## src/iopc_ram.sv

```systemverilog
// iopc_ram: generic single-write, single-read RAM with registered read data
// no dependencies
module iopc_ram #(
    parameter int WIDTH = 40,
    parameter int DEPTH = 64
) (
    input  logic                                       i_clk,
    input  logic                                       i_we,
    input  logic [((DEPTH > 1) ? $clog2(DEPTH) : 1)-1:0] i_waddr,
    input  logic [WIDTH-1:0]                           i_wdata,
    input  logic                                       i_re,
    input  logic [((DEPTH > 1) ? $clog2(DEPTH) : 1)-1:0] i_raddr,
    output logic [WIDTH-1:0]                           o_rdata
);

    logic [WIDTH-1:0] r_mem [DEPTH];
    logic [WIDTH-1:0] r_rdata;

    // write port and registered read port
    always_ff @(posedge i_clk) begin
        if (i_we) begin
            r_mem[i_waddr] <= i_wdata;
        end
        if (i_re) begin
            r_rdata <= r_mem[i_raddr];
        end
    end

    assign o_rdata = r_rdata;

endmodule

```

## config.mk

```make
export PLATFORM = sky130hd
export DESIGN_NAME = iopc_ram
export DESIGN_NICKNAME = d
export VERILOG_FILES = /design/src/iopc_ram.sv
export SDC_FILE = /design/constraint.sdc
export NUM_CORES = 2
export LEC_CHECK = 0
export BUFFER_PORTS_ARGS = -buffer_cell sky130_fd_sc_hd__clkbuf_2
export CAP_MARGIN = 30
export CORE_MARGIN = 2
export CORE_UTILIZATION = 39
export CTS_CLUSTER_SIZE = 30
export DETAILED_ROUTE_END_ITERATION = 6
export SYNTH_ARGS = -nofsm -noshare
export SYNTH_HDL_FRONTEND = slang
export SYNTH_SLANG_ARGS = --single-unit
```

## constraint.sdc

```tcl
create_clock -name i_clk -period 11.25 [get_ports i_clk]
set_input_delay 0 -clock i_clk [delete_from_list [all_inputs] [get_ports i_clk]]
set_output_delay 0 -clock i_clk [all_outputs]
set_load 0.02 [all_outputs]
```

==> qor.txt <==
Routed wl met3 -> 20300 um
Synth area leaders -> edfxtp_1 79%, mux4_2 14%, mux2i_1 1.2%
CP max FO -> 110
Antenna viol nets, final -> 0
Clock transition at path regs -> 60 ps
Critical path type -> in2reg
Post-layout util -> 45.1%
First-pass GRT wire length -> 368000 um
Adder-Cell Fraction of Synth Area -> 0%
EDFF count, synth -> 2600
Main combinational cell family by area after synthesis -> multiplexers
CTS max path bufs -> 4
Status -> finished, final reports clean
R2R cell count -> 6
Final setup vio count -> 0
Peak supply drop -> 177 uV
Initial core utilization -> 39.1%
Placer Congestion -> 0.750
Hold worst-path end -> r_mem[33][18]
Setup bufs post-CTS -> 0
FFs w/ async S/R, synth -> 0%
Required time worst endpoint -> 11890 ps
R2R Path Start -> r_mem[6][36]
MaxCap Viol Count -> 0
Global route total overflow -> 0
CP Buf/Inv Count -> 6
Post-cts resize count -> 0
Drt first pass iters -> 6
I/O pins -> 95
Max_slew headroom -> 30.1%
Site row count -> 184
Layout cells sized above 1 -> 28.9%
Synth top cells by count -> 2600 x edfxtp_1, 608 x mux4_2, 143 x o22ai_1
R2r endpoint -> o_rdata[36]
Worst setup EP type -> register
Largest net degree at the start of global routing -> 130
Fmax -> 301 MHz
Area Overhead vs Synth -> 15.2%
Dominant delay contributor by cell family on the critical path -> buffers and inverters
Clock Sinks -> 2600
Final Max Slew Viols -> 0
CP Launch Type -> primary input
Mux share of post-synthesis cell area -> 15.5%
CP peak stage delay -> 690 ps
Mapped Nets -> 4250
NumNets Final -> 4618
Fin crit share -> 29.5%
GRT Total Usage -> 20.3%
Initial antenna violation count -> 11
Final hold vios -> 0
Via/cell ratio -> 5.86
Setup crit start -> i_raddr[0]
Worst Skew -> 49.1 ps
R2r setup slk -> 8820 ps
Met2 WL post-DR -> 126000 um
Iter 0 DRT Violations -> 5932
HPWL Detailed -> 139000 um
Most used DFF post-synth -> edfxtp_1
M1 WL -> 109000 um
Slowest CP cell -> buf_12
Number of cells produced by synthesis -> 4195
Top cell type by total area after synthesis -> edfxtp_1
Synth warnings -> 0
CTS tree -> yes
Avg Cell Area, Syn -> 23.4 um^2
Core Region -> 251000 um^2
Die X -> 506 um
Worst Max-Slew Pin Slew -> 1050 ps
Final min period -> 3320 ps
Die Ht -> 506 um
WL per Instance -> 32.4 um
Synth top area share -> 79.5%
Unique masters post-synth -> 35
Seq cells post-synth -> 2600
Clk Latency, worst-skew pair -> 920 ps
Ordered list of cells on the worst path -> buf_8 > buf_4 > buf_16 > buf_12 > mux4_2 > o22ai_1 > nor4_1 > buf_2 > o22a_1 > dlygate4sd3_1
IO buf count -> 94
Arrival time worst endpoint -> 3960 ps
Highest metal used -> met5
Vias in the first global route -> 47900
Hold Crit Class -> in2reg
Cts bufs inserted -> 275
Pleak -> 35.0 nW
DRT Wirelength -> 262000 um
XOR/XNOR Fraction of Synth Area -> 0%
Hold path depth -> 2
Clk root buf -> clkbuf_16
DR DRC count -> 0
Post-synthesis instance area -> 98200 um^2
Hold path start -> i_wdata[18]
H-tree depth -> 5
Die ar. -> 256000 um^2
Unrepaired setup endpoints after global routing -> false
Total number of vias -> 47400
Register area share after synthesis -> 79.5%
Synth Area in Compound Gates -> 2.67%
Power per Cell Area -> 181 nW/um^2
Setup TNS -> 0 ps
Synth Area in Simple Gates -> 1.07%
Post-CTS Hold Fix Bufs -> 48
Most common cell in the netlist -> edfxtp_1
## cells by family after synthesis
group | after synthesis
compound gates | 383
buf+inv | 238
flops | 2600
mux | 759
simple gates | 215
## registers in the layout (all words and copies together) (netlist names)
name / flops
r_mem: 2560
o_rdata: 40
## area by class of cell
cell class / instances / area [um^2]
Timing Repair Buffer: 329 / 3000
Multi-Input combinational cell: 1357 / 19500
Clock inverter: 124 / 1200
Clock buffer: 331 / 7220
Tap cell: 3348 / 4190
Sequential cell: 2600 / 78100
Antenna cell: 8 / 20.0
Fill cell: 20900 / 138000
## layer usage
metal / vias to the layer above / GRT usage, %
li1: 18900 / -
met1: 26000 / 28.8
met2: 2218 / 32.4
met3: 383 / 3.67
met4: 2 / 5.51
met5: - / 0
## cells in the final DEF (no fill, tap or decap), drive strengths merged
| cell type | instances |
|---|---|
| inv | 6 |
| nand2b | 13 |
| edfxtp | 2600 |
| clkinvlp | 6 |
| nand2 | 19 |
| nand4 | 2 |
| a211oi | 6 |
| diode | 8 |
| clkbuf | 420 |
| o21ai | 22 |
| clkinv | 89 |
| mux2 | 38 |
| bufinv | 23 |
| nor4 | 34 |
| buf | 192 |
| dlygate4sd3 | 48 |
| nor3 | 3 |
| a21oi | 68 |
| or3 | 3 |
| or3b | 2 |
| mux2i | 113 |
| or2 | 4 |
| mux4 | 608 |
| nor2 | 97 |
| o22a | 26 |
| nor2b | 16 |
| a22o | 16 |
| a221oi | 34 |
| o21a | 8 |
| o22ai | 143 |
| a22oi | 18 |
| and2 | 4 |
| nand3b | 3 |
| o221ai | 42 |
| and3 | 6 |
| nand4b | 1 |
| nand3 | 8 |
## through the flow
stage / setup WS (ps) / instances / hold slack [ps] / area (um^2) / total power, mW
floorplan: 7530 / 4195 / 98.9 / 98200 / 11.5
global placement: 6450 / 7539 / 466 / 103000 / 11.9
detailed placement: 6930 / 7579 / 396 / 104000 / 12.0
CTS: 7630 / 8082 / 12.2 / 113000 / 20.6
global route: 7480 / 8094 / 59.6 / 113000 / 21.0
finish: 7930 / 8097 / 59.4 / 113000 / 20.4
## worst max path at each step
stage	end	slack (ps)	cells after the start
after CTS	o_rdata[36]	7630	9
after detailed placement	o_rdata[0]	6930	9
after global placement	o_rdata[17]	6450	7
after floorplan	r_mem[48][0]	7530	4
after global routing	o_rdata[10]	7480	9
final	o_rdata[36]	7930	10
## power by group
group	switching, mW	leakage, nW	internal [mW]	total (mW)
sequential	0.0384	23.4	10.7	10.8
combinational	0.619	7.45	0.365	0.984
clock	3.60	4.11	5.08	8.68
Note: power is estimated with default switching activity, not from simulation.
