**src/iopc_pkg.sv**
```systemverilog
// iopc_pkg: shared types, event and latency codes, and decode helpers
// for the I/O performance counter unit; no dependencies
package iopc_pkg;

    // default sizes for the top-level parameters
    localparam int NUM_UNITS_DEF     = 64;
    localparam int COUNT_WIDTH_DEF   = 40;
    localparam int LATENCY_WIDTH_DEF = 32;

    // fixed table sizes
    localparam int NUM_EVENTS = 10;
    localparam int NUM_MEANS  = 12;

    // fixed field widths of the words on the ports
    localparam int EV_W       = 4;
    localparam int UNIT_ID_W  = 6;
    localparam int CLS_W      = 2;
    localparam int STG_W      = 2;
    localparam int LAT_IN_W   = 32;
    localparam int CNT_OUT_W  = 40;
    localparam int MEAN_OUT_W = 32;

    // operation codes
    localparam logic OP_COUNT   = 1'b0;
    localparam logic OP_LATENCY = 1'b1;

    // event codes
    localparam logic [EV_W-1:0] EV_READ       = 4'd0;
    localparam logic [EV_W-1:0] EV_WRITE      = 4'd1;
    localparam logic [EV_W-1:0] EV_RMW_READ   = 4'd2;
    localparam logic [EV_W-1:0] EV_RMW_WRITE  = 4'd3;
    localparam logic [EV_W-1:0] EV_GC_READ    = 4'd4;
    localparam logic [EV_W-1:0] EV_GC_WRITE   = 4'd5;
    localparam logic [EV_W-1:0] EV_ERASE      = 4'd6;
    localparam logic [EV_W-1:0] EV_META_READ  = 4'd7;
    localparam logic [EV_W-1:0] EV_META_WRITE = 4'd8;
    localparam logic [EV_W-1:0] EV_GC_RUN     = 4'd9;

    // latency classes
    localparam logic [CLS_W-1:0] CLS_READ  = 2'd0;
    localparam logic [CLS_W-1:0] CLS_WRITE = 2'd1;
    localparam logic [CLS_W-1:0] CLS_RMW   = 2'd2;
    localparam logic [CLS_W-1:0] CLS_GC    = 2'd3;

    // latency stages
    localparam logic [STG_W-1:0] STG_SW    = 2'd0;
    localparam logic [STG_W-1:0] STG_QUEUE = 2'd1;
    localparam logic [STG_W-1:0] STG_TOTAL = 2'd2;

    // input word
    typedef struct packed {
        logic                  op;
        logic [EV_W-1:0]       event_type;
        logic [UNIT_ID_W-1:0]  unit_id;
        logic [CLS_W-1:0]      latency_class;
        logic [STG_W-1:0]      latency_stage;
        logic [LAT_IN_W-1:0]   latency_us;
    } t_in_word;

    // result word
    typedef struct packed {
        logic [CNT_OUT_W-1:0]  event_count;
        logic [CNT_OUT_W-1:0]  unit_count;
        logic [MEAN_OUT_W-1:0] mean_latency_us;
        logic                  saturated;
    } t_out_word;

    // divider status toward the controller
    typedef struct packed {
        logic done;
        logic rem_nz;
    } t_div_sts;

    // which per-unit counter an event bumps
    typedef enum logic [1:0] {
        US_NONE,
        US_READ,
        US_WRITE
    } t_unit_sel;

    // controller states
    typedef enum logic [2:0] {
        S_CLEAR,
        S_IDLE,
        S_READ,
        S_COUNT,
        S_PREP,
        S_DIV,
        S_MEAN,
        S_EMIT
    } t_state;

    // per-unit counter touched by an event
    function automatic t_unit_sel unit_sel(input logic [EV_W-1:0] ev);
        t_unit_sel sel;
        unique case (ev) inside
            EV_READ, EV_RMW_READ, EV_GC_READ, EV_META_READ:     sel = US_READ;
            EV_WRITE, EV_RMW_WRITE, EV_GC_WRITE, EV_META_WRITE: sel = US_WRITE;
            EV_ERASE, EV_GC_RUN:                                sel = US_NONE;
            default:                                            sel = US_NONE;
        endcase
        return sel;
    endfunction

    // event counter that holds the sample count of a latency class
    function automatic logic [EV_W-1:0] class_counter(input logic [CLS_W-1:0] cls);
        logic [EV_W-1:0] ev;
        unique case (cls)
            CLS_READ:  ev = EV_READ;
            CLS_WRITE: ev = EV_WRITE;
            CLS_RMW:   ev = EV_RMW_READ;
            CLS_GC:    ev = EV_GC_RUN;
            default:   ev = EV_READ;
        endcase
        return ev;
    endfunction

    // stage code names a mean
    function automatic logic stage_valid(input logic [STG_W-1:0] stg);
        logic ok;
        unique case (stg) inside
            STG_SW, STG_QUEUE, STG_TOTAL: ok = 1'b1;
            default:                      ok = 1'b0;
        endcase
        return ok;
    endfunction

    // mean slot is class * 3 + stage
    function automatic logic [3:0] mean_index(input logic [CLS_W-1:0] cls,
                                              input logic [STG_W-1:0] stg);
        return ({1'b0, cls, 1'b0} + {2'b00, cls}) + {2'b00, stg};
    endfunction

endpackage

```
**src/iopc_div.sv**
```systemverilog
// iopc_div: radix-2 restoring divider, one quotient bit per cycle
// depends on iopc_pkg for the status struct
module iopc_div #(
    parameter int NUM_W = 32,
    parameter int DEN_W = 41
) (
    input  logic                i_clk,
    input  logic                i_rst_n,
    input  logic                i_start,
    input  logic [NUM_W-1:0]    i_num,
    input  logic [DEN_W-1:0]    i_den,
    output logic [NUM_W-1:0]    o_quot,
    output iopc_pkg::t_div_sts  o_sts
);
    import iopc_pkg::*;

    localparam int CNT_W = $clog2(NUM_W + 1);

    logic [NUM_W-1:0] r_num;
    logic [DEN_W-1:0] r_rem;
    logic [DEN_W-1:0] r_den;
    logic [CNT_W-1:0] r_cnt;
    logic             r_done;
    logic [DEN_W:0]   shifted;
    logic [DEN_W:0]   diff;
    logic             qbit;
    logic [DEN_W-1:0] n_rem;

    // one trial subtraction per cycle
    always_comb begin
        shifted = {r_rem, r_num[NUM_W-1]};
        diff    = shifted - {1'b0, r_den};
        qbit    = !diff[DEN_W];
        n_rem   = qbit ? diff[DEN_W-1:0] : shifted[DEN_W-1:0];
    end

    // step counter and done pulse
    always_ff @(posedge i_clk) begin
        if (!i_rst_n) begin
            r_cnt  <= '0;
            r_done <= 1'b0;
        end else begin
            r_done <= (r_cnt == CNT_W'(1)) && !i_start;
            if (i_start) begin
                r_cnt <= CNT_W'(NUM_W);
            end else if (r_cnt != '0) begin
                r_cnt <= r_cnt - 1'b1;
            end
        end
    end

    // numerator shifts out at the top while quotient bits shift in below
    always_ff @(posedge i_clk) begin
        if (i_start) begin
            r_num <= i_num;
            r_rem <= '0;
            r_den <= i_den;
        end else if (r_cnt != '0) begin
            r_num <= {r_num[NUM_W-2:0], qbit};
            r_rem <= n_rem;
        end
    end

    assign o_quot       = r_num;
    assign o_sts.done   = r_done;
    assign o_sts.rem_nz = (r_rem != '0);

endmodule

```
**config.mk**
```make
export PLATFORM = sky130hd
export DESIGN_NAME = iopc_div
export DESIGN_NICKNAME = d
export VERILOG_FILES = /design/src/iopc_pkg.sv /design/src/iopc_div.sv
export SDC_FILE = /design/constraint.sdc
export NUM_CORES = 1
export LEC_CHECK = 0
export ABC_CLOCK_PERIOD_IN_PS = 7580
export BUFFER_PORTS_ARGS = -buffer_cell sky130_fd_sc_hd__buf_4
export CORE_MARGIN = 2
export CORE_UTILIZATION = 60
export CTS_BUF_LIST = sky130_fd_sc_hd__clkbuf_16
export CTS_CLUSTER_DIAMETER = 60
export DETAILED_ROUTE_END_ITERATION = 6
export HOLD_SLACK_MARGIN = 0.06
export PLACE_DENSITY = 0.83
export SETUP_SLACK_MARGIN = 0.5
export SYNTH_ARGS = -nofsm -noshare
export SYNTH_HDL_FRONTEND = slang
export SYNTH_SLANG_ARGS = --single-unit
export TNS_END_PERCENT = 30
```
**constraint.sdc**
```tcl
create_clock -name i_clk -period 7.58 [get_ports i_clk]
set_input_delay 0.758 -clock i_clk [delete_from_list [all_inputs] [get_ports i_clk]]
set_output_delay 0.758 -clock i_clk [all_outputs]
set_load 0.05 [all_outputs]
```
==> results.md <==
- Placed Area: ~8200 µm²
- Critical path peak fanout: 33
- Clk_skew: roughly 0.0087 ns
- Worst vdd ir: slightly above 0.3 mV
- CTS tree: built
- Clock-pin slew on the worst setup and hold paths: 0.06 ns
- Synth Area per Inst: just under 10 µm²
- Synth Cell Area: roughly 7300 µm²
- Final setup viols: 0
- Vias in the first global route: 5917
- Cts repair resizes: 0
- Die width: between 100 and 150 µm
- CP Cell Sequence: ha_1 > and4_1 > nand4_1 > o21ai_1 > o21ai_2 > a211oi_2 > o21ai_4 > xnor2_4 > nand2_1 > a311oi_2
- Core area: about 12000 µm²
- Delay-heaviest family, CP: compound AO/OA/AOI/OAI gates
- RSZ-0062 raised after global routing: no
- Max-slew violations: 0
- Post-synthesis cell count: ~740
- Period minus WS final: around 3.6 ns
- Die area: around 13000 µm²
- Setup crit start kind: flop
- Largest stage delay, worst path: about 0.80 ns
- First-pass GRT wire length: ~29000 µm
- Fin. Hold Viols: 0
- Setup Total Neg Slack: 0 ns
- Post-CTS Setup Bufs: 0
- Synth Warn #: 0
- Routed Antenna Nets: 0
- Grt ovf: 0
- Total track usage: between 20% and 30%
- Register area share after synthesis: approximately 43%
- Share of synthesized flip-flops with an asynchronous set or reset: 0%
- Yosys cell types: slightly above 60
- Fmax: around 280 MHz
- GPL Wtd Cong: ~0.93
- Final Cycle Share: 47.0%
- Antenna Cells: 0
- Largest net degree at the start of global routing: between 70 and 80
- Clock tree sinks: about 120
- IO Pins: 110
- Yosys reg bits: around 120
- Status: finished, final reports clean
- Initial DRC Count: 412
- Routed WL: approximately 17000 µm
- H-Tree Depth: 4
- Initial Utilization: 61.0%
- Initial antenna violation count: 0
- Std cell rows: 40
- Critical path type: flop to flop
- Die height: roughly 110 µm
- Lkg Pwr: ~3.9 nW
- Syn-to-layout area delta: 21.0%
- DP HPWL: roughly 12000 µm
- Fin util: between 70% and 80%
- TritonCTS Buffers: 17
- Clock Latency Late Sink: approximately 0.42 ns
- WL per Instance: 17.5 µm
- Syn_nets: between 800 and 900
- Worst slew pin tran: 0.997 ns
- Clock buffer depth: 2
- Crit. End Element: flop
- HP Class: flop to flop
- Critical Path AT: 3.88 ns
- Max Cap Viol: 0
- PD cells: 450 nW/µm²
- Drt pass-1 iters: 5
- Post-route DRC: 0
- Clock root buffer master: clkbuf_16
- # fillers: between 800 and 900
- Slowest-stage cell, CP: xnor2_4
- Via Count: 6052
- Layout Nets: about 960
- EDFF count, synth: 73
- Via density: about 6.1
- Slew Limit Headroom: approximately 34%
- Buffers added on ports: between 100 and 150
- Layout cells sized above 1: 24.9%
- CP bufs+invs: 0
- Worst Path Required: slightly below 8 ns
- Register area: roughly 3200 µm²
- Main synth FF type: edfxtp_1
- Final instance area: around 9000 µm²
- Hold-fix buffers, CTS: 0
- Multi-input logic area: around 3800 µm²
==> worst min-delay path, cell delays in order (launching register included) <==
cell	delay [ns]
dfxtp_1	0.32
nor2_1	0.10
a211oi_1	0.05
==> cells in the final DEF (no fill, tap or decap), types with 27 or more instances in the layout <==
cell	n
a21oi_1	43
dfxtp_1	48
a311oi_2	27
buf_4	113
inv_1	57
nand2_1	94
mux2_2	31
edfxtp_1	73
ha_1	43
nor2_1	59
o21ai_0	27
==> routing by layer <==
| metal | wire [µm] | track usage (%) | vias up |
|---|---|---|---|
| met1 | 7360 | 34.4 | 2867 |
| met3 | 1080 | 6.30 | 35 |
| met4 | 308 | 9.11 | 0 |
| li1 | - | - | 2904 |
| met5 | 0 | 0 | - |
| met2 | 8740 | 48.1 | 246 |
==> cell families (layout without fill, tap and decap cells) <==
kind of cell | count (synthesis) | count (layout) | synth area share, %
simple gates | 228 | 228 | 14.2
compound gates | 185 | 185 | 20.0
flops | 121 | 121 | 43.2
buf+inv | 91 | 202 | 5.12
fa+ha+maj | 44 | 44 | 7.64
xor+xnor | 39 | 39 | 4.78
mux | 33 | 33 | 5.06
==> registers in the layout, indices dropped and copies added, names as in the netlist <==
signal	cells
r_den	41
r_rem	41
o_quot	32
r_cnt	6
r_done	1
==> final timing paths <==
path,from,cells after the start,end,slack [ns]
hold reg to reg,r_cnt[1]$_SDFFE_PP0P_,2,r_cnt[1]$_SDFFE_PP0P_,0.51
setup / recovery,r_rem[8]$_SDFFE_PP0P_,10,r_rem[13]$_SDFFE_PP0P_,4.02
setup reg to reg,r_rem[8]$_SDFFE_PP0P_,10,r_rem[13]$_SDFFE_PP0P_,4.02
hold / removal,r_cnt[1]$_SDFFE_PP0P_,2,r_cnt[1]$_SDFFE_PP0P_,0.51
==> Yosys cell counts (7+ instances only) <==
master / number / area (µm²)
o211a_1: 7 / 70.1
nand4_1: 13 / 81.3
ha_1: 43 / 538
nor2_1: 59 / 221
a211oi_1: 9 / 67.6
a21oi_1: 43 / 215
clkbuf_1: 22 / 82.6
nand2b_1: 8 / 50.1
mux2_2: 31 / 349
nand2_1: 95 / 357
o21ai_0: 27 / 135
a21o_1: 20 / 150
edfxtp_1: 73 / 2190
xor2_1: 18 / 158
o211ai_1: 7 / 52.6
nor4_1: 10 / 62.6
nor3_1: 12 / 60.1
inv_1: 57 / 214
xnor2_1: 20 / 175
dfxtp_1: 48 / 961
a311oi_2: 27 / 405
==> where the power goes <==
part | switching [mW] | internal [mW] | total [mW]
Combinational | 1.25 | 0.769 | 2.02
Sequential | 0.196 | 0.912 | 1.11
Clock | 0.303 | 0.538 | 0.841
Total | 1.75 | 2.22 | 3.97
==> layout make-up <==
class	count	area share (%)
inverters	57	2.42
flip-flops and latches	121	35.7
well taps	147	2.08
clock buffers	23	6.51
repair buffers	113	9.60
clock inverters	9	0.736
multi-input cells	529	43.0
==> stage by stage <==
stage	power (mW)	setup WS [ns]	hold WS [ns]	instances
after global routing	4.22	3.81	0.491	999
after floorplan	2.61	4.35	0.462	741
after global placement	3.03	4.13	0.489	967
after CTS	3.95	4.02	0.500	999
after detailed placement	3.08	4.06	0.502	967
final	3.97	4.02	0.509	999
No activity file was read; power rests on OpenSTA's default activity.
